[config.mk]
export PLATFORM = sky130hd
export DESIGN_NAME = stp_ctrl
export DESIGN_NICKNAME = d
export VERILOG_FILES = /design/src/hw/rtl/stp_pkg.sv /design/src/hw/rtl/stp_ctrl.sv
export SDC_FILE = /design/constraint.sdc
export NUM_CORES = 1
export LEC_CHECK = 0
export BUFFER_PORTS_ARGS = -buffer_cell sky130_fd_sc_hd__buf_2
export CAP_MARGIN = 10
export CORE_MARGIN = 2
export CORE_UTILIZATION = 40
export DETAILED_ROUTE_END_ITERATION = 8
export GPL_TIMING_DRIVEN = 1
export HOLD_SLACK_MARGIN = 0.03
export PLACE_DENSITY_LB_ADDON = 0.2
export SLEW_MARGIN = 20
export SYNTH_ARGS = -nofsm -noshare
export SYNTH_HDL_FRONTEND = slang
export SYNTH_SLANG_ARGS = --single-unit
[constraint.sdc]
create_clock -name clk -period 2.75 [get_ports clk]
set_input_delay 0.1375 -clock clk [delete_from_list [all_inputs] [get_ports clk]]
set_output_delay 0.1375 -clock clk [all_outputs]
set_load 0.1 [all_outputs]
[src/hw/rtl/stp_pkg.sv]
// shared types, constants and op codes of the short-term plasticity block
`default_nettype none
package stp_pkg;

	localparam int VAL_W   = 17;
	localparam int FB      = 16;
	localparam int TIME_W  = 48;
	localparam int TAU_W   = 16;
	localparam int KIND_W  = 2;
	localparam int IDX_W   = 2;
	localparam int QUO_W   = 29;
	localparam int E_W     = 33;
	localparam int P_W     = 66;
	localparam int CNT_W   = 5;
	localparam int OP_W    = 5;
	localparam int EXP_STEPS = 27;

	localparam logic [VAL_W-1:0] FX_ONE = 17'h10000;
	localparam logic [E_W-1:0] E_ONE = 33'h1_0000_0000;
	localparam logic [E_W-1:0] RECIP5 = 33'h0_CCCC_CCCD;
	localparam logic [E_W-1:0] RECIP3 = 33'h0_AAAA_AAAB;

	localparam logic [KIND_W-1:0] KIND_DECAY = 2'd0;
	localparam logic [KIND_W-1:0] KIND_SPIKE = 2'd1;
	localparam logic [KIND_W-1:0] KIND_RESET = 2'd2;

	localparam logic [IDX_W-1:0] REG_BASE_USE = 2'd0;
	localparam logic [IDX_W-1:0] REG_TAU_D    = 2'd1;
	localparam logic [IDX_W-1:0] REG_TAU_F    = 2'd2;

	localparam logic [OP_W-1:0] OP_NONE      = 5'd0;
	localparam logic [OP_W-1:0] OP_LOAD      = 5'd1;
	localparam logic [OP_W-1:0] OP_GAP       = 5'd2;
	localparam logic [OP_W-1:0] OP_DIV_INIT  = 5'd3;
	localparam logic [OP_W-1:0] OP_DIV_STEP  = 5'd4;
	localparam logic [OP_W-1:0] OP_MUL_S_R5  = 5'd5;
	localparam logic [OP_W-1:0] OP_MUL_S_E   = 5'd6;
	localparam logic [OP_W-1:0] OP_MUL_P_R3  = 5'd7;
	localparam logic [OP_W-1:0] OP_MUL_E_E   = 5'd8;
	localparam logic [OP_W-1:0] OP_E_SUB34   = 5'd9;
	localparam logic [OP_W-1:0] OP_E_SUB33   = 5'd10;
	localparam logic [OP_W-1:0] OP_E_SUB32   = 5'd11;
	localparam logic [OP_W-1:0] OP_E_SQ      = 5'd12;
	localparam logic [OP_W-1:0] OP_STORE     = 5'd13;
	localparam logic [OP_W-1:0] OP_DECAY_UPD = 5'd14;
	localparam logic [OP_W-1:0] OP_SPIKE_U   = 5'd15;
	localparam logic [OP_W-1:0] OP_SPIKE_X   = 5'd16;
	localparam logic [OP_W-1:0] OP_RESET_ST  = 5'd17;
	localparam logic [OP_W-1:0] OP_OUT       = 5'd18;

	typedef struct packed {
		logic [OP_W-1:0] op;
		logic            sel_f;
	} stp_cmd_t;

	typedef struct packed {
		logic [KIND_W-1:0] kind;
		logic              gap_zero;
		logic              out_busy;
	} stp_status_t;

	// series then eight squarings of the exponential
	function automatic logic [OP_W-1:0] exp_op(input logic [CNT_W-1:0] step);
		logic [OP_W-1:0] op;
		op = OP_NONE;
		case (step)
			5'd0:  op = OP_MUL_S_R5;
			5'd1:  op = OP_E_SUB34;
			5'd2:  op = OP_MUL_S_E;
			5'd3:  op = OP_E_SUB34;
			5'd4:  op = OP_MUL_S_E;
			5'd5:  op = OP_MUL_P_R3;
			5'd6:  op = OP_E_SUB33;
			5'd7:  op = OP_MUL_S_E;
			5'd8:  op = OP_E_SUB33;
			5'd9:  op = OP_MUL_S_E;
			5'd10: op = OP_E_SUB32;
			default: op = step[0] ? OP_MUL_E_E : OP_E_SQ;
		endcase
		return op;
	endfunction

endpackage
`default_nettype wire

[src/hw/rtl/stp_ctrl.sv]
// sequencing state machine of the plasticity block
`default_nettype none
module stp_ctrl (
	input  wire logic                 clk,
	input  wire logic                 arst_n,
	input  wire logic                 in_valid,
	output logic                      in_ready,
	input  wire stp_pkg::stp_status_t sts,
	output stp_pkg::stp_cmd_t         cmd
);
	import stp_pkg::*;

	localparam logic [3:0] S_IDLE  = 4'd0;
	localparam logic [3:0] S_GAP   = 4'd1;
	localparam logic [3:0] S_CHK   = 4'd2;
	localparam logic [3:0] S_DINIT = 4'd3;
	localparam logic [3:0] S_DIV   = 4'd4;
	localparam logic [3:0] S_EXP   = 4'd5;
	localparam logic [3:0] S_STORE = 4'd6;
	localparam logic [3:0] S_UPD   = 4'd7;
	localparam logic [3:0] S_SPU   = 4'd8;
	localparam logic [3:0] S_SPX   = 4'd9;
	localparam logic [3:0] S_RST   = 4'd10;
	localparam logic [3:0] S_OUT   = 4'd11;

	logic [3:0]       state_q, state_nxt;
	logic [CNT_W-1:0] cnt_q, cnt_nxt;
	logic             self_q, self_nxt;

	always_comb begin
		state_nxt = state_q;
		cnt_nxt = cnt_q;
		self_nxt = self_q;
		in_ready = 1'b0;
		cmd.op = OP_NONE;
		cmd.sel_f = self_q;
		unique case (state_q)
			S_IDLE: begin
				in_ready = 1'b1;
				if (in_valid) begin
					cmd.op = OP_LOAD;
					state_nxt = S_GAP;
				end
			end
			S_GAP: begin
				cmd.op = OP_GAP;
				state_nxt = S_CHK;
			end
			S_CHK: begin
				case (sts.kind) inside
					KIND_RESET: state_nxt = S_RST;
					KIND_DECAY, KIND_SPIKE: begin
						if (sts.gap_zero) begin
							state_nxt = (sts.kind == KIND_SPIKE) ? S_SPU : S_OUT;
						end else begin
							self_nxt = 1'b0;
							state_nxt = S_DINIT;
						end
					end
					default: state_nxt = S_OUT;
				endcase
			end
			S_DINIT: begin
				cmd.op = OP_DIV_INIT;
				cnt_nxt = '0;
				state_nxt = S_DIV;
			end
			S_DIV: begin
				cmd.op = OP_DIV_STEP;
				if (cnt_q == CNT_W'(QUO_W - 1)) begin
					cnt_nxt = '0;
					state_nxt = S_EXP;
				end else begin
					cnt_nxt = cnt_q + 1'b1;
				end
			end
			S_EXP: begin
				cmd.op = exp_op(cnt_q);
				if (cnt_q == CNT_W'(EXP_STEPS - 1)) begin
					cnt_nxt = '0;
					state_nxt = S_STORE;
				end else begin
					cnt_nxt = cnt_q + 1'b1;
				end
			end
			S_STORE: begin
				cmd.op = OP_STORE;
				if (self_q) begin
					state_nxt = S_UPD;
				end else begin
					self_nxt = 1'b1;
					state_nxt = S_DINIT;
				end
			end
			S_UPD: begin
				cmd.op = OP_DECAY_UPD;
				state_nxt = (sts.kind == KIND_SPIKE) ? S_SPU : S_OUT;
			end
			S_SPU: begin
				cmd.op = OP_SPIKE_U;
				state_nxt = S_SPX;
			end
			S_SPX: begin
				cmd.op = OP_SPIKE_X;
				state_nxt = S_OUT;
			end
			S_RST: begin
				cmd.op = OP_RESET_ST;
				state_nxt = S_OUT;
			end
			S_OUT: begin
				if (!sts.out_busy) begin
					cmd.op = OP_OUT;
					state_nxt = S_IDLE;
				end
			end
			default: state_nxt = S_IDLE;
		endcase
	end

	always_ff @(posedge clk or negedge arst_n) begin
		if (!arst_n) begin
			state_q <= S_IDLE;
			cnt_q <= '0;
			self_q <= 1'b0;
		end else begin
			state_q <= state_nxt;
			cnt_q <= cnt_nxt;
			self_q <= self_nxt;
		end
	end

endmodule
`default_nettype wire

==> impl_metrics.tcl, run 1 <==
set metrics [dict create \
    dr_total_vias 931 \
    nNetsFinal 142 \
    route.detailed.wl_per_inst_um 14.37 \
    io_buffer_count 13 \
    final_cell_area_um2 1086 \
    synth.ff_latch_count 10 \
    global_route_met2_usage 0.3125 \
    layout_common_cells "buf_2 (13), o21ai_0 (12), dfrtp_1 (10)" \
    cts-htree-levels 1 \
    postSynth.asyncResetShare 1.000 \
    total_negative_setup_slacks_ns 0 \
    residual_overflow_from_global_routing 0 \
    gr-max-usage-layer "met2" \
    max_clock_freq_mhz 391.3 \
    final-instance-count-excl-fill 157 \
    postRouteAntennaNets 0 \
    critPathLaunchType "flip-flop" \
    slew_violations 0 \
    die_width_um 53.08 \
    worst_ep_arrival_time_ns 2.42 \
    cts_buffers 3 \
    synthesis.instances 122 \
    area_growth_syn_to_layout_pct 12.73 \
    grt_start_max_net_pins 17 \
    ioPinCount 14 \
    route.final.wire_length_um 2256 \
    std_cell_rows 17 \
    synth-edff-count 0 \
    clk_latency_ns 0.25 \
    grtUsageTotal 0.1838 \
    synth.largest_area_cell "dfrtp_1" \
    grt_pass1_vias 843 \
    grt.met3_usage 0.02825 \
    final_common_cell "buf_2" \
    place_congestion 0.7035 \
    tritoncts "yes" \
    finClkSkew_ns 0.001560 \
    synth_warnings 0 \
    worstMarginPinSlew_ns 0.5727 \
    place_area_um2 1054 \
    critical_path_peak_fanout 7 \
    initialDrtViolationCount 18 \
    first_pass_iters 5 \
    yosys.cell_types.count 42 \
    dp_cells 153 \
    grt_antenna_before_repair 0 \
    num_antenna_cells 0 \
    fp.dieArea_um2 2817 \
    report.final.hold_viol_count 0 \
    crit_required_ns 2.61 \
    synth.top_cell.area_share 0.2597 \
    route.detailed.vias_per_inst 5.930 \
    cts.reportedPaths.clkPinSlew_ns 0.06 \
    post_route_cells_drive_above_1_share 0.1783 \
    timing.max_cap.violations 0 \
    syn-cell-area_um2 963.4 \
    shortest_clock_period_the_worst_path_allows_after_layout_ns 2.555 \
    clockRootBuffer "clkbuf_4" \
    floorplan.core_area_um2 2255 \
    grt_first_pass_wirelength_um 3788 \
    min_path_cells 4 \
    maximum_number_of_buffers_from_clock_root_to_sink 2 \
    groute.layer.met1.usage 0.2399 \
    run_status "finished, final reports clean" \
    remaining_drc_errors 0 \
    synth-main-ff-cell "dfrtp_1" \
    setup.worst_path.class "flip-flop to output port" \
    timing.reg2reg.worst_path_depth 6 \
    syn-mean-instance-area_um2 7.897 \
    setup.worst_path.end_class "output port" \
    hpwl_um 1673 \
    timing.final.setup_violations 0 \
    slew-limit-headroom 0.6182 \
    floorplan.initialDensity 0.4273 \
    rsz0062_at_grt "false" \
    cts.sink_count 10 \
    postSynthNetCount 133 \
    final.period_utilization 0.9292 \
    holdWs_ns 0.2374 \
    synth_area_leaders "dfrtp_1 (26%), o21ai_0 (6.2%), ha_1 (5.2%), a21oi_1 (3.6%), nand2b_1 (3.2%)" \
    postCtsSetupRepairBufs 0 \
    die_height_um 53.08 \
    worst_hold_path_type "primary input to flip-flop" \
    share_of_synthesized_area_occupied_by_flip_flops_and_latches 0.2597 \
]
[cells by family (layout without fill, tap and decap cells)]
group,count (synthesis),count (layout),synth area share
xor+xnor,3,3,0.02728
fa+ha+maj,4,4,0.05195
buf+inv,20,27,0.08831
simple gates,43,43,0.2636
compound gates,42,42,0.3091
flops,10,10,0.2597
[metrics by stage]
stage	worst slack, ns	utilization
after floorplan	0.2415	-
after global placement	0.5489	0.4673
after detailed placement	0.4841	0.4673
after CTS	0.1947	0.4817
after global routing	0.06522	0.4817
final	0.1947	0.4817
[flip-flops by register name, summed over array words and instances (netlist names)]
| name | count |
|---|---|
| cnt_q | 5 |
| self_q | 1 |
| state_q | 4 |
[layout make-up]
cell class / count / area (um^2)
repair buffers: 16 / 90.09
well taps: 28 / 35.03
flip-flops and latches: 10 / 250.2
clock buffers: 3 / 22.52
multi-input cells: 92 / 658.1
inverters: 8 / 30.03
fillers: 240 / 1169
[synth_stat cells, drive strengths merged, types with 4 or more instances]
| master | instances |
|---|---|
| ha | 4 |
| nor4 | 6 |
| o21ai | 12 |
| nor2b | 4 |
| a21oi | 7 |
| nor3 | 4 |
| nand2 | 8 |
| inv | 8 |
| dfrtp | 10 |
| nand2b | 5 |
| buf | 6 |
| clkbuf | 6 |
[repair_timing]
item                      CTS  global route
gates resized for setup     0             0
hold buffers                1             0
hold endpoints to repair   10             0
[metal layers]
metal,up-vias,part of all wire
met3,2,0.029
li1,462,-
met1,453,0.47
met2,14,0.50
met4,0,0.0018
met5,-,0
[path summary, 6_finish.rpt]
kind | startpoint | to | slack (ns)
worst min-delay path | sts[1] | self_q | 0.24
worst max register to register | cnt_q[0] | cnt_q[3] | 0.90
max in group asynchronous | arst_n | cnt_q[3] | 2.29
worst min register to register | self_q | self_q | 0.53
min in group asynchronous | arst_n | state_q[2] | 0.27
worst max-delay path | cnt_q[0] | cmd[4] | 0.19
[worst max-delay path, cell delays in order, from the launching register on]
cell and delay (ns):
dfrtp_1 0.46, inv_1 0.12, ha_1 0.30, nor3b_1 0.10, a2111oi_2 0.38, nor4_1 0.13
o31ai_4 0.22, buf_2 0.46
Power of run 1 is not shown: default switching activity piles up to over one toggle a cycle in this logic, so the estimate is an artifact.
==> inputs of run 2 (changes only) <==
--- a/config.mk
+++ b/config.mk
@@ -11,5 +11,5 @@
 export CORE_UTILIZATION = 40
 export DETAILED_ROUTE_END_ITERATION = 8
-export GPL_TIMING_DRIVEN = 1
+export GPL_TIMING_DRIVEN = 0
 export HOLD_SLACK_MARGIN = 0.03
 export PLACE_DENSITY_LB_ADDON = 0.2
==> constraint.sdc (replaced) <==
create_clock -name clk -period 2.75 [get_ports clk]
set_input_delay 0.55 -clock clk [delete_from_list [all_inputs] [get_ports clk]]
set_output_delay 0.55 -clock clk [all_outputs]
set_load 0.1 [all_outputs]
==> run 2 against run 1 <==
Effect of this change:
- sequential cell count unchanged
- utilization increased by 7.3 points
- count of clock-buffer cells in the layout increased by 1
- maximum frequency decreased by 6.2%
- non-clock buffer count increased by 9
- critical path type unchanged
==> impl_metrics.tcl, run 2 (same netlist as run 1, synthesis figures left out) <==
set metrics [dict create \
    run_status "finished, final reports clean" \
    worst_path_max_delay_cell "dfrtp_2" \
    worstMarginPinSlew_ns 0.5330 \
    shortest_clock_period_the_worst_path_allows_after_layout_ns 2.723 \
    postRouteAntennaNets 0 \
    reg_top3 "cnt_q (5), state_q (4), self_q (1)" \
    multi_input_comb_area_um2 755.7 \
    num_antenna_cells 0 \
    initialDrtViolationCount 20 \
    slew-limit-headroom 0.6447 \
    slew_violations 0 \
    worst_ep_arrival_time_ns 2.17 \
    final.period_utilization 0.9902 \
    first_pass_iters 4 \
    route.detailed.vias_per_inst 5.814 \
    critPathLaunchType "flip-flop" \
    setup.worst_path.class "flip-flop to output port" \
    fp.dieArea_um2 2817 \
    setup.worst_path.end_class "output port" \
    residual_overflow_from_global_routing 0 \
    hpwl_um 1761 \
    largest_register_ffs 5 \
    tritoncts "yes" \
    die_width_um 53.08 \
    fill_cell_total_of_the_finished_layout 225 \
    final.setup.worst_slack_ns 0.02704 \
    maximum_number_of_buffers_from_clock_root_to_sink 2 \
    clockRootBuffer "clkbuf_4" \
    clk_latency_ns 0.27 \
    grt_pass1_vias 854 \
    floorplan.core_area_um2 2255 \
    layout_common_cells "buf_2 (14), o21ai_0 (12), nand2_1 (8), dfrtp_1 (8), a21oi_1 (7)" \
    grt_start_max_net_pins 11 \
    finClkSkew_ns 0.009450 \
    area_growth_syn_to_layout_pct 29.74 \
    critical_path_peak_fanout 6 \
    timing.max_cap.violations 0 \
    critPathTopFamily "compound AO/OA/AOI/OAI gates" \
    std_cell_rows 17 \
    buf_inv_stages_crit_path 2 \
    ioPinCount 14 \
    cts.reportedPaths.clkPinSlew_ns 0.07 \
    dr_total_vias 971 \
    cts_hold_buffers_added 0 \
    report.final.hold_viol_count 0 \
    registers.top_by_ff_count "cnt_q" \
    remaining_drc_errors 0 \
    grt_first_pass_wirelength_um 3960 \
    worst_hold_path_type "primary input to asynchronous set/reset pin" \
    holdWs_ns 0.1251 \
    io_buffer_count 13 \
    final_common_cell "buf_2" \
    place_congestion 0.7634 \
    grtUsageTotal 0.1913 \
    cts_buffers 3 \
    post_route_cells_drive_above_1_share 0.3094 \
    final_cell_area_um2 1250 \
    dp_worst_setup_slack_ns -0.002900 \
    grt_antenna_before_repair 0 \
    max_incr_delay_on_cp_ns 0.47 \
    cts-htree-levels 1 \
    timing.final.setup_violations 0 \
    nNetsFinal 151 \
    timing.critical_path.cells "inv_2 -> ha_4 -> nor4_2 -> a2111oi_4 -> o32ai_2 -> o32a_1 -> buf_6" \
    rsz0062_at_grt "true" \
    cts.sink_count 10 \
    die_height_um 53.08 \
    max_clock_freq_mhz 367.2 \
    area.sequential_um2 252.7 \
    floorplan.initialDensity 0.4273 \
    crit_required_ns 2.20 \
    place_area_um2 1100 \
    route.final.wire_length_um 2422 \
    route.detailed.wl_per_inst_um 14.50 \
]
## run 2: metal layers
layer,track usage,share of wire,up-vias
met2,0.2979,0.47,15
met5,0,0,-
li1,-,-,481
met4,0.05128,0.0070,0
met1,0.2757,0.50,472
met3,0.02542,0.027,3
## run 2: metrics by stage
step,std cells,TNS (ns),utilization
after global routing,167,-0.08559,0.5544
after floorplan,122,-0.05987,-
after CTS,166,0,0.5388
after global placement,163,0,0.4878
after detailed placement,163,-0.002900,0.4878
final,167,0,0.5544
## run 2: what timing repair did
action | 4_1_cts | 5_1_grt
endpoints found under the setup margin | 4 | 4
gates cloned | 0 | 0
setup buffers | 0 | 1
pin swaps | 1 | 2
resized for setup | 18 | 6
## run 2: area by class of cell
type	count	area share
buffer	11	0.04104
multi-input combinational	92	0.6046
sequential	10	0.2022
clock buffer	4	0.02903
tap	28	0.02803
timing repair buffer	14	0.06907
inverter	8	0.02603
## run 2: final timing paths
path / start / endpoint / slack, ns / cells after the start
setup / recovery: cnt_q[1] / cmd[3] / 0.03 / 7
max in group asynchronous: arst_n / cnt_q[0] / 2.41 / 1
min in group clk: self_q / self_q / 0.53 / 1
setup reg to reg: cnt_q[0] / state_q[1] / 1.06 / 6
hold / removal: arst_n / state_q[1] / 0.13 / 1
hold reg to reg: self_q / self_q / 0.53 / 1
## run 2: worst register-to-register path, cell delays in order, from the launching register on
cell and delay [ns]:
dfrtp_2 0.49, inv_4 0.11, ha_4 0.18, and3b_1 0.18, o211ai_2 0.15, a211oi_1 0.37
o22a_1 0.17
Power of run 2 is left out for the same reason.
==> inputs of run 3 (changes only) <==
- clock period: 2.75 -> 2.6 ns (I/O delays scaled with it)
==> run 3 against run 2 <==
Effect of this change:
- the flow now finishes with violations (negative setup slack)
- first-iteration DRC count grew 35%
- sequential cell count is the same
- critical path depth is the same
- largest cell class unchanged
==> impl_metrics.tcl, run 3 (same netlist as run 1, synthesis figures left out) <==
set metrics [dict create \
    grtUsageTotal 0.1966 \
    fp.dieArea_um2 2817 \
    final-instance-count-excl-fill 170 \
    final.period_utilization 1.024 \
    cts_hold_buffers_added 0 \
    grt_first_pass_wirelength_um 4071 \
    dp_cells 163 \
    worst_hold_path_type "primary input to asynchronous set/reset pin" \
    tritoncts "yes" \
    run_status "finished with violations" \
    worst_ep_arrival_time_ns 2.14 \
    dr_total_vias 1009 \
    cts-htree-levels 1 \
    slew-limit-headroom 0.6127 \
    residual_overflow_from_global_routing 0 \
    maximum_number_of_buffers_from_clock_root_to_sink 2 \
    reg_top3 "cnt_q (5), state_q (4), self_q (1)" \
    floorplan.initialDensity 0.4273 \
    std_cell_rows 17 \
    r2r-end "state_q[1]" \
    rsz0062_at_grt "true" \
    cts_buffers 3 \
    timing.critical_path.cells "ha_2 -> buf_8 -> nor2b_4 -> o32a_1 -> o2111a_1 -> a211o_1 -> buf_12" \
    max_clock_freq_mhz 375.5 \
    holdWs_ns 0.09067 \
    clockRootBuffer "clkbuf_4" \
    grt_start_max_net_pins 11 \
    clk_latency_ns 0.27 \
    worstMarginPinSlew_ns 0.5810 \
    floorplan.core_area_um2 2255 \
    nNetsFinal 154 \
    area.sequential_um2 254.0 \
    route.detailed.wl_per_inst_um 14.56 \
    area_growth_syn_to_layout_pct 38.31 \
    place_congestion 0.8055 \
    post_route_cells_drive_above_1_share 0.3451 \
    multi_input_comb_area_um2 780.7 \
    initialDrtViolationCount 27 \
    registers.top_by_ff_count "cnt_q" \
    hpwl_um 1760 \
    final_common_cell "buf_2" \
    rr_startpoint "cnt_q[0]" \
    worst_setup_slack_for_register_to_register_paths_ns 0.94 \
    postRouteAntennaNets 0 \
    fill_cell_total_of_the_finished_layout 217 \
    max_incr_delay_on_cp_ns 0.44 \
    setup.worst_path.class "flip-flop to output port" \
    critPathLaunchType "flip-flop" \
    worst_setup_path_startpoint "cnt_q[0]" \
    grt_antenna_before_repair 0 \
    route.final.wire_length_um 2475 \
    grt_pass1_vias 900 \
    ioPinCount 14 \
    report.final.hold_viol_count 0 \
    cts.reportedPaths.clkPinSlew_ns 0.08 \
    largest_register_ffs 5 \
    num_antenna_cells 0 \
    cts.sink_count 10 \
    timing.reg2reg.worst_path_depth 6 \
    route.detailed.vias_per_inst 5.935 \
    layout_common_cells "buf_2 (14), o21ai_0 (12), nand2_1 (8)" \
    die_width_um 53.08 \
    worst_setup_path_endpoint "cmd[2]" \
    die_height_um 53.08 \
    violations "negative setup slack" \
    slew_violations 0 \
    first_pass_iters 4 \
    critical_path_peak_fanout 8 \
    timing.max_cap.violations 0 \
    timing.final.setup_violations 3 \
    shortest_clock_period_the_worst_path_allows_after_layout_ns 2.663 \
    finClkSkew_ns 0.007635 \
    crit_required_ns 2.08 \
    remaining_drc_errors 0 \
    setup.worst_path.end_class "output port" \
    worst_path_max_delay_cell "dfrtp_2" \
    io_buffer_count 13 \
    final.setup.worst_slack_ns -0.06277 \
]
[run 3: per-stage QoR]
stage	worst slack [ns]	util	TNS, ns	instance area (um^2)
CTS	-0.07905	0.5871	-0.1855	1324
detailed placement	-0.1070	0.5111	-0.1070	1152
floorplan	-0.1799	-	-0.1799	1052
global route	-0.1552	0.5910	-0.4334	1333
global placement	-0.1121	0.5111	-0.1121	1152
finish	-0.06277	0.5910	-0.1788	1333
[run 3: worst max-delay path, delay by kind of cell (launching register included)]
family | cells | cell delay [ns]
DFF | 1 | 0.44
and+or+nand+nor | 1 | 0.12
adders and majority gates | 1 | 0.20
AOI/OAI and AO/OA | 3 | 0.81
buffers and inverters | 2 | 0.32
[run 3: repair_timing]
item / in CTS / in global routing
pin swaps: 2 / 1
endpoints found under the setup margin: 4 / 4
gates resized for setup: 25 / 4
buffers inserted: 3 / 0
[run 3: how the worst min path moves through the flow]
stage,to,cells after the start,slack [ns]
6_report,state_q[1],1,0.09
2_1_floorplan,cnt_q[0],0,0.22
4_1_cts,state_q[1],1,0.10
3_5_place_dp,cnt_q[0],1,0.40
3_3_place_gp,cnt_q[0],1,0.39
5_1_grt,cnt_q[0],1,0.10
[run 3: area by class of cell]
type | count | share of cell area
timing repair buffer | 16 | 0.09765
tap | 28 | 0.02629
inverter | 8 | 0.02254
buffer | 12 | 0.04977
clock buffer | 4 | 0.02723
multi-input combinational | 92 | 0.5859
sequential | 10 | 0.1906
[run 3: layer usage]
metal  up-vias  global-route usage  share of wire
met5         -                   0              0
met4         0             0.05556         0.0085
met3         4             0.03107          0.049
met2        30              0.3188           0.49
met1       480              0.2683           0.46
li1        495                   -              -
Power of run 3 is left out for the same reason.
